[src/sv/ssmm_pkg.sv]
package ssmm_pkg;

  localparam int unsigned MAX_SCAN_LENGTH = 4096;

  localparam int unsigned RANGE_W = 16;
  localparam int unsigned CFG_W   = 13;
  localparam int unsigned LEN_W   = $clog2(MAX_SCAN_LENGTH + 1);
  localparam int unsigned IDX_W   = $clog2(MAX_SCAN_LENGTH);
  localparam int unsigned CNT_W   = IDX_W + 1;
  localparam int unsigned SUM_W   = RANGE_W + IDX_W;

  localparam logic [CFG_W-1:0] SCAN_LENGTH_RST = CFG_W'(360);
  localparam logic [RANGE_W-1:0] RANGE_EMPTY = '1;

  localparam int unsigned FRONT_LO_PCT = 42;
  localparam int unsigned FRONT_HI_PCT = 58;
  localparam int unsigned RIGHT_LO_PCT = 75;
  localparam int unsigned RIGHT_HI_PCT = 92;
  localparam int unsigned LEFT_LO_PCT  = 8;
  localparam int unsigned LEFT_HI_PCT  = 25;

  // Division by 100 of a length times a percentage is a multiplication by a
  // scaled reciprocal, exact for every product below 2**X_W.
  localparam longint unsigned PROD_MAX = longint'(MAX_SCAN_LENGTH) * RIGHT_HI_PCT;
  localparam int unsigned X_W = $clog2(PROD_MAX + 1);
  localparam int unsigned DIV_SH = X_W + 7;
  localparam longint unsigned DIV_M = ((64'd1 << DIV_SH) + 64'd99) / 64'd100;
  localparam int unsigned MUL_W = LEN_W + DIV_SH;

  localparam int unsigned BND_N  = 6;
  localparam int unsigned BNDI_W = $clog2(BND_N);

  localparam logic [BNDI_W-1:0] B_FLO = BNDI_W'(0);
  localparam logic [BNDI_W-1:0] B_FHI = BNDI_W'(1);
  localparam logic [BNDI_W-1:0] B_RLO = BNDI_W'(2);
  localparam logic [BNDI_W-1:0] B_RHI = BNDI_W'(3);
  localparam logic [BNDI_W-1:0] B_LLO = BNDI_W'(4);
  localparam logic [BNDI_W-1:0] B_LHI = BNDI_W'(5);

  localparam logic [DIV_SH-1:0] BND_K [BND_N] = '{
    DIV_SH'(FRONT_LO_PCT * DIV_M),
    DIV_SH'(FRONT_HI_PCT * DIV_M),
    DIV_SH'(RIGHT_LO_PCT * DIV_M),
    DIV_SH'(RIGHT_HI_PCT * DIV_M),
    DIV_SH'(LEFT_LO_PCT * DIV_M),
    DIV_SH'(LEFT_HI_PCT * DIV_M)
  };

  localparam int unsigned Q_DEPTH = 4;
  localparam int unsigned QP_W    = $clog2(Q_DEPTH);
  localparam int unsigned QC_W    = $clog2(Q_DEPTH + 1);

  localparam int unsigned QUO_W  = RANGE_W;
  localparam int unsigned STEP_W = $clog2(QUO_W);

  typedef struct packed {
    logic [RANGE_W-1:0] range_mm;
    logic               finite;
  } ssmm_in_t;

  typedef struct packed {
    logic [RANGE_W-1:0] front_min_mm;
    logic               front_empty;
    logic [RANGE_W-1:0] right_mean_mm;
    logic               right_empty;
    logic [RANGE_W-1:0] left_mean_mm;
    logic               left_empty;
  } ssmm_out_t;

  typedef struct packed {
    logic               last;
    logic               in_front;
    logic               in_right;
    logic               in_left;
    logic [RANGE_W-1:0] range_mm;
  } ssmm_item_t;

endpackage

[src/sv/scan_sector_min_mean.sv]
// Throughput: one range sample per cycle while the queue has room and no bound pass runs.
// After the last sample of a scan, the right mean and then the left mean are found
// and the result is registered in ST_OUT; the means share one 16-step radix-2 divider.
// While the divider works, the queue fills and further requests stall.
// Reset is asynchronous and active low; after reset and after every scan_length
// write, a pass computes the six window bounds in turn; requests stall meanwhile.
module scan_sector_min_mean (
  input  logic                 clk_i,
  input  logic                 rst_ni,
  input  logic                 in_valid_i,
  output logic                 in_stall_o,
  input  ssmm_pkg::ssmm_in_t   in_data_i,
  output logic                 out_valid_o,
  input  logic                 out_stall_i,
  output ssmm_pkg::ssmm_out_t  out_data_o,
  input  logic                 psel,
  input  logic                 penable,
  input  logic                 pwrite,
  input  logic [2:0]           paddr,
  input  logic [31:0]          pwdata,
  output logic [31:0]          prdata,
  output logic                 pready
);
  import ssmm_pkg::*;

  localparam logic REG_SCAN_LENGTH = 1'b0;

  logic [CFG_W-1:0] scan_length_q;
  logic             cfg_wr;

  logic             q_push;
  ssmm_item_t       q_wdata;
  logic             q_full;
  logic             q_pop;
  ssmm_item_t       q_rdata;
  logic             q_empty;

  assign pready = 1'b1;
  assign cfg_wr = psel && penable && pwrite && pready && (paddr[2] == REG_SCAN_LENGTH);
  assign prdata = (paddr[2] == REG_SCAN_LENGTH) ? 32'(scan_length_q) : '0;

  always_ff @(posedge clk_i or negedge rst_ni) begin
    if (!rst_ni) begin
      scan_length_q <= SCAN_LENGTH_RST;
    end else if (cfg_wr) begin
      scan_length_q <= pwdata[CFG_W-1:0];
    end
  end

  ssmm_front u_front (
    .clk_i         (clk_i),
    .rst_ni        (rst_ni),
    .scan_length_i (scan_length_q),
    .cfg_wr_i      (cfg_wr),
    .in_valid_i    (in_valid_i),
    .in_stall_o    (in_stall_o),
    .in_data_i     (in_data_i),
    .q_full_i      (q_full),
    .q_push_o      (q_push),
    .q_data_o      (q_wdata)
  );

  ssmm_fifo u_fifo (
    .clk_i       (clk_i),
    .rst_ni      (rst_ni),
    .push_i      (q_push),
    .push_data_i (q_wdata),
    .full_o      (q_full),
    .pop_i       (q_pop),
    .pop_data_o  (q_rdata),
    .empty_o     (q_empty)
  );

  ssmm_back u_back (
    .clk_i       (clk_i),
    .rst_ni      (rst_ni),
    .q_empty_i   (q_empty),
    .q_data_i    (q_rdata),
    .q_pop_o     (q_pop),
    .out_valid_o (out_valid_o),
    .out_stall_i (out_stall_i),
    .out_data_o  (out_data_o)
  );

endmodule

[src/sv/ssmm_fifo.sv]
module ssmm_fifo (
  input  logic                 clk_i,
  input  logic                 rst_ni,
  input  logic                 push_i,
  input  ssmm_pkg::ssmm_item_t push_data_i,
  output logic                 full_o,
  input  logic                 pop_i,
  output ssmm_pkg::ssmm_item_t pop_data_o,
  output logic                 empty_o
);
  import ssmm_pkg::*;

  ssmm_item_t       mem_q [Q_DEPTH];
  logic [QP_W-1:0]  wr_ptr_q;
  logic [QP_W-1:0]  rd_ptr_q;
  logic [QC_W-1:0]  cnt_q;

  assign full_o     = (cnt_q == QC_W'(Q_DEPTH));
  assign empty_o    = (cnt_q == '0);
  assign pop_data_o = mem_q[rd_ptr_q];

  always_ff @(posedge clk_i or negedge rst_ni) begin
    if (!rst_ni) begin
      wr_ptr_q <= '0;
      rd_ptr_q <= '0;
      cnt_q    <= '0;
    end else begin
      if (push_i) begin
        wr_ptr_q <= (wr_ptr_q == QP_W'(Q_DEPTH - 1)) ? '0 : wr_ptr_q + QP_W'(1);
      end
      if (pop_i) begin
        rd_ptr_q <= (rd_ptr_q == QP_W'(Q_DEPTH - 1)) ? '0 : rd_ptr_q + QP_W'(1);
      end
      if (push_i && !pop_i) begin
        cnt_q <= cnt_q + QC_W'(1);
      end else if (pop_i && !push_i) begin
        cnt_q <= cnt_q - QC_W'(1);
      end
    end
  end

  always_ff @(posedge clk_i) begin
    if (push_i) begin
      mem_q[wr_ptr_q] <= push_data_i;
    end
  end

  a_no_push_full: assert property (@(posedge clk_i) disable iff (!rst_ni)
    push_i |-> !full_o) else $error("Queue written while full.");

  a_no_pop_empty: assert property (@(posedge clk_i) disable iff (!rst_ni)
    pop_i |-> !empty_o) else $error("Queue read while empty.");

endmodule

[src/sv/ssmm_front.sv]
module ssmm_front (
  input  logic                        clk_i,
  input  logic                        rst_ni,
  input  logic [ssmm_pkg::CFG_W-1:0]  scan_length_i,
  input  logic                        cfg_wr_i,
  input  logic                        in_valid_i,
  output logic                        in_stall_o,
  input  ssmm_pkg::ssmm_in_t          in_data_i,
  input  logic                        q_full_i,
  output logic                        q_push_o,
  output ssmm_pkg::ssmm_item_t        q_data_o
);
  import ssmm_pkg::*;

  logic              pass_q;
  logic [BNDI_W-1:0] pcnt_q;
  logic [IDX_W-1:0]  bnd_q [BND_N];
  logic [IDX_W-1:0]  idx_q;

  logic [LEN_W-1:0]  len_eff;
  logic [IDX_W-1:0]  len_m1;
  logic [MUL_W-1:0]  prod;
  logic [IDX_W-1:0]  bound;
  logic              last;

  always_comb begin
    if (scan_length_i == '0) begin
      len_eff = LEN_W'(1);
    end else if (32'(scan_length_i) > MAX_SCAN_LENGTH) begin
      len_eff = LEN_W'(MAX_SCAN_LENGTH);
    end else begin
      len_eff = LEN_W'(scan_length_i);
    end
  end

  assign len_m1 = IDX_W'(len_eff - LEN_W'(1));
  assign prod   = MUL_W'(len_eff) * MUL_W'(BND_K[pcnt_q]);
  assign bound  = prod[DIV_SH +: IDX_W];
  assign last   = (idx_q >= len_m1);

  assign in_stall_o = pass_q | q_full_i;
  assign q_push_o   = in_valid_i & ~in_stall_o;

  always_comb begin
    q_data_o.last     = last;
    q_data_o.in_front = in_data_i.finite && (idx_q >= bnd_q[B_FLO]) && (idx_q < bnd_q[B_FHI]);
    q_data_o.in_right = in_data_i.finite && (idx_q >= bnd_q[B_RLO]) && (idx_q < bnd_q[B_RHI]);
    q_data_o.in_left  = in_data_i.finite && (idx_q >= bnd_q[B_LLO]) && (idx_q < bnd_q[B_LHI]);
    q_data_o.range_mm = in_data_i.range_mm;
  end

  always_ff @(posedge clk_i or negedge rst_ni) begin
    if (!rst_ni) begin
      pass_q <= 1'b1;
      pcnt_q <= '0;
      idx_q  <= '0;
    end else begin
      if (cfg_wr_i) begin
        pass_q <= 1'b1;
        pcnt_q <= '0;
      end else if (pass_q) begin
        if (pcnt_q == BNDI_W'(BND_N - 1)) begin
          pass_q <= 1'b0;
        end else begin
          pcnt_q <= pcnt_q + BNDI_W'(1);
        end
      end
      if (q_push_o) begin
        idx_q <= last ? '0 : idx_q + IDX_W'(1);
      end
    end
  end

  always_ff @(posedge clk_i) begin
    if (pass_q) begin
      bnd_q[pcnt_q] <= bound;
    end
  end

  a_cfg_stalls: assert property (@(posedge clk_i) disable iff (!rst_ni)
    cfg_wr_i |=> in_stall_o) else $error("Request taken before window bounds were ready.");

endmodule

[src/sv/ssmm_div.sv]
module ssmm_div (
  input  logic                        clk_i,
  input  logic                        rst_ni,
  input  logic                        start_i,
  input  logic [ssmm_pkg::SUM_W-1:0]  dividend_i,
  input  logic [ssmm_pkg::CNT_W-1:0]  divisor_i,
  output logic                        busy_o,
  output logic                        done_o,
  output logic [ssmm_pkg::QUO_W-1:0]  quotient_o
);
  import ssmm_pkg::*;

  logic              busy_q;
  logic              done_q;
  logic [STEP_W-1:0] step_q;
  logic [CNT_W-1:0]  rem_q;
  logic [QUO_W-1:0]  shf_q;
  logic [CNT_W-1:0]  dvs_q;

  logic [CNT_W:0]    trial;
  logic              ge;

  assign trial      = {rem_q, shf_q[QUO_W-1]};
  assign ge         = (trial >= {1'b0, dvs_q});
  assign busy_o     = busy_q;
  assign done_o     = done_q;
  assign quotient_o = shf_q;

  always_ff @(posedge clk_i or negedge rst_ni) begin
    if (!rst_ni) begin
      busy_q <= 1'b0;
      done_q <= 1'b0;
      step_q <= '0;
    end else begin
      done_q <= 1'b0;
      if (start_i) begin
        busy_q <= 1'b1;
        step_q <= STEP_W'(QUO_W - 1);
      end else if (busy_q) begin
        if (step_q == '0) begin
          busy_q <= 1'b0;
          done_q <= 1'b1;
        end else begin
          step_q <= step_q - STEP_W'(1);
        end
      end
    end
  end

  always_ff @(posedge clk_i) begin
    if (start_i) begin
      rem_q <= CNT_W'(dividend_i[SUM_W-1:QUO_W]);
      shf_q <= dividend_i[QUO_W-1:0];
      dvs_q <= divisor_i;
    end else if (busy_q) begin
      rem_q <= ge ? CNT_W'(trial - {1'b0, dvs_q}) : trial[CNT_W-1:0];
      shf_q <= {shf_q[QUO_W-2:0], ge};
    end
  end

endmodule

[src/sv/ssmm_back.sv]
module ssmm_back (
  input  logic                 clk_i,
  input  logic                 rst_ni,
  input  logic                 q_empty_i,
  input  ssmm_pkg::ssmm_item_t q_data_i,
  output logic                 q_pop_o,
  output logic                 out_valid_o,
  input  logic                 out_stall_i,
  output ssmm_pkg::ssmm_out_t  out_data_o
);
  import ssmm_pkg::*;

  localparam logic [2:0] ST_ACC = 3'd0;
  localparam logic [2:0] ST_RS  = 3'd1;
  localparam logic [2:0] ST_RW  = 3'd2;
  localparam logic [2:0] ST_LS  = 3'd3;
  localparam logic [2:0] ST_LW  = 3'd4;
  localparam logic [2:0] ST_OUT = 3'd5;

  logic [2:0]         state_q, state_d;

  logic [RANGE_W-1:0] min_q, min_d;
  logic               seen_q, seen_d;
  logic [SUM_W-1:0]   rsum_q, rsum_d;
  logic [CNT_W-1:0]   rcnt_q, rcnt_d;
  logic [SUM_W-1:0]   lsum_q, lsum_d;
  logic [CNT_W-1:0]   lcnt_q, lcnt_d;

  logic [RANGE_W-1:0] hmin_q;
  logic               hseen_q;
  logic [SUM_W-1:0]   hrsum_q;
  logic [CNT_W-1:0]   hrcnt_q;
  logic [SUM_W-1:0]   hlsum_q;
  logic [CNT_W-1:0]   hlcnt_q;
  logic [RANGE_W-1:0] rmean_q;
  logic [RANGE_W-1:0] lmean_q;

  logic               out_valid_q;
  ssmm_out_t          out_q;

  logic               div_start;
  logic               div_busy;
  logic               div_done;
  logic [SUM_W-1:0]   div_num;
  logic [CNT_W-1:0]   div_den;
  logic [QUO_W-1:0]   div_quo;
  logic               out_load;

  assign q_pop_o     = (state_q == ST_ACC) && !q_empty_i;
  assign out_load    = (state_q == ST_OUT) && (!out_valid_q || !out_stall_i);
  assign out_valid_o = out_valid_q;
  assign out_data_o  = out_q;

  assign div_start = ((state_q == ST_RS) && (hrcnt_q != '0)) ||
                     ((state_q == ST_LS) && (hlcnt_q != '0));
  assign div_num   = (state_q == ST_RS) ? hrsum_q : hlsum_q;
  assign div_den   = (state_q == ST_RS) ? hrcnt_q : hlcnt_q;

  always_comb begin
    min_d  = (q_data_i.in_front && (q_data_i.range_mm < min_q)) ? q_data_i.range_mm : min_q;
    seen_d = seen_q | q_data_i.in_front;
    rsum_d = rsum_q + (q_data_i.in_right ? SUM_W'(q_data_i.range_mm) : '0);
    rcnt_d = rcnt_q + CNT_W'(q_data_i.in_right);
    lsum_d = lsum_q + (q_data_i.in_left ? SUM_W'(q_data_i.range_mm) : '0);
    lcnt_d = lcnt_q + CNT_W'(q_data_i.in_left);
  end

  always_comb begin
    state_d = state_q;
    unique case (state_q)
      ST_ACC: begin
        if (q_pop_o && q_data_i.last) begin
          state_d = ST_RS;
        end
      end
      ST_RS:  state_d = (hrcnt_q != '0) ? ST_RW : ST_LS;
      ST_RW:  state_d = div_done ? ST_LS : ST_RW;
      ST_LS:  state_d = (hlcnt_q != '0) ? ST_LW : ST_OUT;
      ST_LW:  state_d = div_done ? ST_OUT : ST_LW;
      ST_OUT: state_d = out_load ? ST_ACC : ST_OUT;
      default: state_d = ST_ACC;
    endcase
  end

  always_ff @(posedge clk_i or negedge rst_ni) begin
    if (!rst_ni) begin
      state_q     <= ST_ACC;
      min_q       <= RANGE_EMPTY;
      seen_q      <= 1'b0;
      rsum_q      <= '0;
      rcnt_q      <= '0;
      lsum_q      <= '0;
      lcnt_q      <= '0;
      out_valid_q <= 1'b0;
    end else begin
      state_q <= state_d;
      if (q_pop_o) begin
        if (q_data_i.last) begin
          min_q  <= RANGE_EMPTY;
          seen_q <= 1'b0;
          rsum_q <= '0;
          rcnt_q <= '0;
          lsum_q <= '0;
          lcnt_q <= '0;
        end else begin
          min_q  <= min_d;
          seen_q <= seen_d;
          rsum_q <= rsum_d;
          rcnt_q <= rcnt_d;
          lsum_q <= lsum_d;
          lcnt_q <= lcnt_d;
        end
      end
      if (out_load) begin
        out_valid_q <= 1'b1;
      end else if (!out_stall_i) begin
        out_valid_q <= 1'b0;
      end
    end
  end

  always_ff @(posedge clk_i) begin
    if (q_pop_o && q_data_i.last) begin
      hmin_q  <= min_d;
      hseen_q <= seen_d;
      hrsum_q <= rsum_d;
      hrcnt_q <= rcnt_d;
      hlsum_q <= lsum_d;
      hlcnt_q <= lcnt_d;
    end
    if ((state_q == ST_RS) && (hrcnt_q == '0)) begin
      rmean_q <= RANGE_EMPTY;
    end else if ((state_q == ST_RW) && div_done) begin
      rmean_q <= div_quo;
    end
    if ((state_q == ST_LS) && (hlcnt_q == '0)) begin
      lmean_q <= RANGE_EMPTY;
    end else if ((state_q == ST_LW) && div_done) begin
      lmean_q <= div_quo;
    end
    if (out_load) begin
      out_q.front_min_mm  <= hmin_q;
      out_q.front_empty   <= ~hseen_q;
      out_q.right_mean_mm <= rmean_q;
      out_q.right_empty   <= (hrcnt_q == '0);
      out_q.left_mean_mm  <= lmean_q;
      out_q.left_empty    <= (hlcnt_q == '0);
    end
  end

  ssmm_div u_div (
    .clk_i      (clk_i),
    .rst_ni     (rst_ni),
    .start_i    (div_start),
    .dividend_i (div_num),
    .divisor_i  (div_den),
    .busy_o     (div_busy),
    .done_o     (div_done),
    .quotient_o (div_quo)
  );

  a_start_idle: assert property (@(posedge clk_i) disable iff (!rst_ni)
    div_start |-> !div_busy) else $error("Divider started while busy.");

  a_done_waited: assert property (@(posedge clk_i) disable iff (!rst_ni)
    div_done |-> (state_q == ST_RW || state_q == ST_LW))
    else $error("Divider finished with no one waiting.");

endmodule

[config.mk]
export PLATFORM = sky130hd
export DESIGN_NAME = scan_sector_min_mean
export DESIGN_NICKNAME = d
export VERILOG_FILES = /design/src/sv/ssmm_pkg.sv /design/src/sv/scan_sector_min_mean.sv /design/src/sv/ssmm_fifo.sv /design/src/sv/ssmm_front.sv /design/src/sv/ssmm_div.sv /design/src/sv/ssmm_back.sv
export SDC_FILE = /design/constraint.sdc
export NUM_CORES = 1
export LEC_CHECK = 0
export BUFFER_PORTS_ARGS = -buffer_cell sky130_fd_sc_hd__buf_2
export CORE_AREA = 2 2 237 239
export DETAILED_ROUTE_END_ITERATION = 12
export DIE_AREA = 0 0 239 241
export GPL_TIMING_DRIVEN = 0
export PLACE_DENSITY = 0.76
export SKIP_CTS_REPAIR_TIMING = 1
export SLEW_MARGIN = 20
export SYNTH_ARGS = -nofsm -noshare
export SYNTH_HDL_FRONTEND = slang
export SYNTH_SLANG_ARGS = --single-unit
[constraint.sdc]
create_clock -name clk_i -period 11.2 [get_ports clk_i]
set_clock_uncertainty 0.2 [all_clocks]
set_input_delay 1.12 -clock clk_i [delete_from_list [all_inputs] [get_ports clk_i]]
set_output_delay 1.12 -clock clk_i [all_outputs]
set_load 0.02 [all_outputs]
==> out/summary.md <==
Dividing total power by cell area gives a power density of 276 mW/mm^2. During synthesis, Yosys emitted a total of 0 warnings. Via count: 22039. Endpoint of the most critical setup path: u_front.bnd_q[3][11]. The die is 241 microns tall. On the worst path, the slowest cell contributes a delay of 0.65 ns. TritonCTS built the clock tree. Counting both buffers and inverters, the worst setup path holds a total of 5.

For the setup slack of the most critical reg-to-reg path, the log shows 2.55 ns. The most critical setup path has its startpoint at u_front.pcnt_q[0]. The cell area reported after detailed placement is 0.0344 sq mm, and the number of antenna violations at the first check in global routing is 4.

Among cell families on the critical path, the largest total delay comes from adder cells. The most used cell along the critical path was fa_1. The share of synthesized flip-flops with an asynchronous set or reset is 0.278, and the worst relative slew slack is 0.299.

Path class of the lowest-slack min-delay path: reg -> reg. The count of final hold-check violations was 0; the area of the core was 0.0549 sq mm. Yosys mapped a number of flops with a built-in enable equal to 343. At the end of routability-driven placement, the weighted congestion stood at 0.931. The run finished with clean final reports. Number of rows created at floorplan: 86. Pin placement for this block handled 145 I/O pins.

The final layout contains routed wiring with a total length of 76.7 mm. In the routed design, unresolved DRC markers number 0. The final period utilization is 0.772. The post-synthesis to final-layout area growth was 10.5%. At the later pin of the worst-skew pair, clock insertion delay measures 0.64 ns.

The clock passes through at most 3 buffers. The number of cells traversed by the worst register-to-register path came out at 24. The largest driver fanout on the critical path came out at 10. For the number of sinks driven by the clock tree, the log shows 521. The average vias per placed instance works out to 5.69. The placed instance count came out at 3772. Subtracting the final worst setup slack from the clock period gives 8.65 ns. The floorplan step defined a die boundary enclosing 0.0576 sq mm. The logic depth of the worst path, buffers included is 24, and the max-capacitance violation count is 0. Data on the critical path arrives at its endpoint at 8.78 ns. For this run, the number of standard cells in the final layout without fillers is 3872. The tools report the share of synthesized area occupied by flip-flops and latches as 0.447.

Detailed placement finished with a half-perimeter wire length of 59.0 mm. Setup violations remaining at the end of the flow were counted as 0. In the final routed layout, each cell accounts on average for 19.8 microns. The tools report the share of the core filled with cells as 0.659. The setup path with the least slack is of type reg -> reg. The tools report the critical register-to-register path endpoint as u_front.bnd_q[3][11]. The first global-routing pass estimated 122 mm of wire. Worst-margin pin slew: 1.04 ns. The logs give 52 for the total CTS buffers and 3654 for the number of nets in the finished design. The tools report the via count of the first global-routing pass as 23082.

In the synthesized netlist the dominant register cell turns out to be edfxtp_1. The tools report the reg-to-reg critical path startpoint as u_front.pcnt_q[0]. The analysis attributes to cell leakage a power of 16.7 nW. Quantity of I/O buffers inserted on ports: 103.

IR analysis of the VDD net gives a maximum drop of 1.23 mV. The detailed router finished its first iteration with 1540 violations. STA classifies the critical path endpoint as a register. The total routing resource utilization after global routing is 0.273, and the share of cells above drive strength 1 is 0.101. Setup repair after global routing left no endpoint under its margin.

The initial core utilization is 0.596, and the length of the first detailed-routing pass in iterations is 5. The total global routing overflow is 0. Once detail routing completed, the nets flagged for antenna violations numbered 0. The data required time of the worst path was 11.33 ns; the unique cell type count in the Yosys netlist was 77. The total of flip-flops plus latches after synthesis was 521. In the synthesized netlist, the number of instances is 2941. After routing, the total negative slack on setup checks comes to 0 ns. Derived from the worst setup path, the maximum achievable clock frequency is 116 MHz. In this run the number of H-tree levels came out at 2. The post-synthesis area per instance is 11.1 sq um. The final design instance area without fill is 0.0362 sq mm.

In this run the cell area of the synthesized design comes to 0.0327 sq mm. The worst setup path is launched from a register. From left edge to right edge, the die measures 239 microns.

The critical path goes through inv_1 -> ha_1 -> nor2_1 -> clkbuf_1 -> nand2_1 -> inv_1 -> fa_1 -> fa_1 -> fa_1 -> fa_1 -> inv_1 -> fa_1 -> inv_1 -> ha_1 -> nand3_1 -> nor2_1 -> a211o_1 -> a221oi_1 -> o21ai_1 -> a211oi_2 -> a21oi_1 -> a211o_1 -> a21oi_1 -> xnor2_1. The root buffer cell is clkbuf_16. Clock-pin slew was measured on the worst setup and hold paths at 0.07 ns. For the total count of max-transition violations in the final report, the log shows 0. Entering global routing, the biggest net connects 75 pins.

The worst-path cell with the longest stage delay was fa_1.
worst min-delay path by stage:
stage	slack, ns	cells past startpoint	end	startpoint
global placement	0.21	0	u_back.out_data_o[47]	u_back.hmin_q[12]
floorplan	0.20	0	u_back.out_data_o[35]	u_back.hmin_q[0]
global route	0.22	0	u_back.out_data_o[50]	u_back.hmin_q[15]
finish	0.20	0	u_back.out_data_o[50]	u_back.hmin_q[15]
CTS	0.19	0	u_back.out_data_o[50]	u_back.hmin_q[15]
detailed placement	0.21	0	u_back.out_data_o[42]	u_back.hmin_q[7]
layout by cell type, fill, tap and decap left out, drive strengths merged, types with 39 or more instances in the layout:
master / count
fa: 211
a21oi: 98
a21o: 52
nand2: 341
buf: 145
ha: 262
dfrtp: 124
xor2: 48
nor2b: 39
and2: 44
nor2: 119
o21ai: 128
edfxtp: 343
nand3: 81
inv: 468
xnor2: 74
clkbuf: 144
sequential cells by signal, indices dropped and copies added, names as in the netlist, 16 cells and up:
register                 count
u_back.lsum_q               28
u_back.rsum_q               28
u_front.bnd_q               72
u_fifo.mem_q                80
u_back.lmean_q              16
u_back.hmin_q               16
u_back.hrsum_q              28
u_back.min_q                16
u_back.u_div.quotient_o     16
u_back.hlsum_q              28
u_back.out_data_o           51
u_back.rmean_q              16
area by class of cell:
cell class              instances  area (sq um)
repair buffers                109           651
multi-input cells            1870         16000
diodes                          3          7.51
well taps                     704           881
fillers                      4098         18700
inverters                     463          1740
clock inverters                22           258
clock buffers                  75          1530
plain buffers                 105           500
flip-flops and latches        521         14600
layer usage:
metal | global-route usage | wire, microns | vias up
li1 | - | - | 10252
met1 | 0.337 | 30800 | 10995
met2 | 0.482 | 39100 | 639
met3 | 0.0436 | 4070 | 151
met4 | 0.108 | 2680 | 2
met5 | 0 | 13 | -
metrics by stage:
| stage | hold WS [ns] | worst slack (ns) | power, W |
|---|---|---|---|
| finish | 0.196 | 2.55 | 0.00999 |
| CTS | 0.191 | 2.60 | 0.0101 |
| global route | 0.219 | 2.24 | 0.0109 |
| detailed placement | 0.206 | 2.65 | 0.00822 |
| global placement | 0.206 | 2.88 | 0.00798 |
| floorplan | 0.200 | 4.31 | 0.00662 |
cells in the mapped netlist (23+ instances only):
cell	n	share of area
a21o_1	52	0.012
a21oi_1	96	0.015
a22o_1	26	0.0070
and2_1	44	0.0084
and3_1	26	0.0050
clkbuf_1	69	0.0079
dfrtp_1	124	0.095
dfxtp_1	33	0.020
edfxtp_1	343	0.31
fa_1	211	0.13
ha_1	262	0.10
inv_1	462	0.053
mux2_2	31	0.011
mux2i_1	29	0.0089
nand2_1	341	0.039
nand2b_1	23	0.0044
nand3_1	81	0.012
nor2_1	118	0.014
nor2b_1	39	0.0075
nor3_1	23	0.0035
o21ai_0	122	0.019
xnor2_1	74	0.020
xor2_1	48	0.013
where the power goes:
| group | switching, W | internal [W] | total, W |
|---|---|---|---|
| Sequential | 0.000120 | 0.00273 | 0.00285 |
| Clock | 0.000766 | 0.00105 | 0.00182 |
| Combinational | 0.00338 | 0.00195 | 0.00533 |
| Total | 0.00427 | 0.00573 | 0.00999 |
kinds of logic after synthesis:
kind of cell	synth area share
buf+inv	0.0684
mux	0.0326
compound gates	0.0853
other cells	0.000229
simple gates	0.105
xor+xnor	0.0327
fa+ha+maj	0.230
flops	0.447
(Power assumes the default switching activity.)
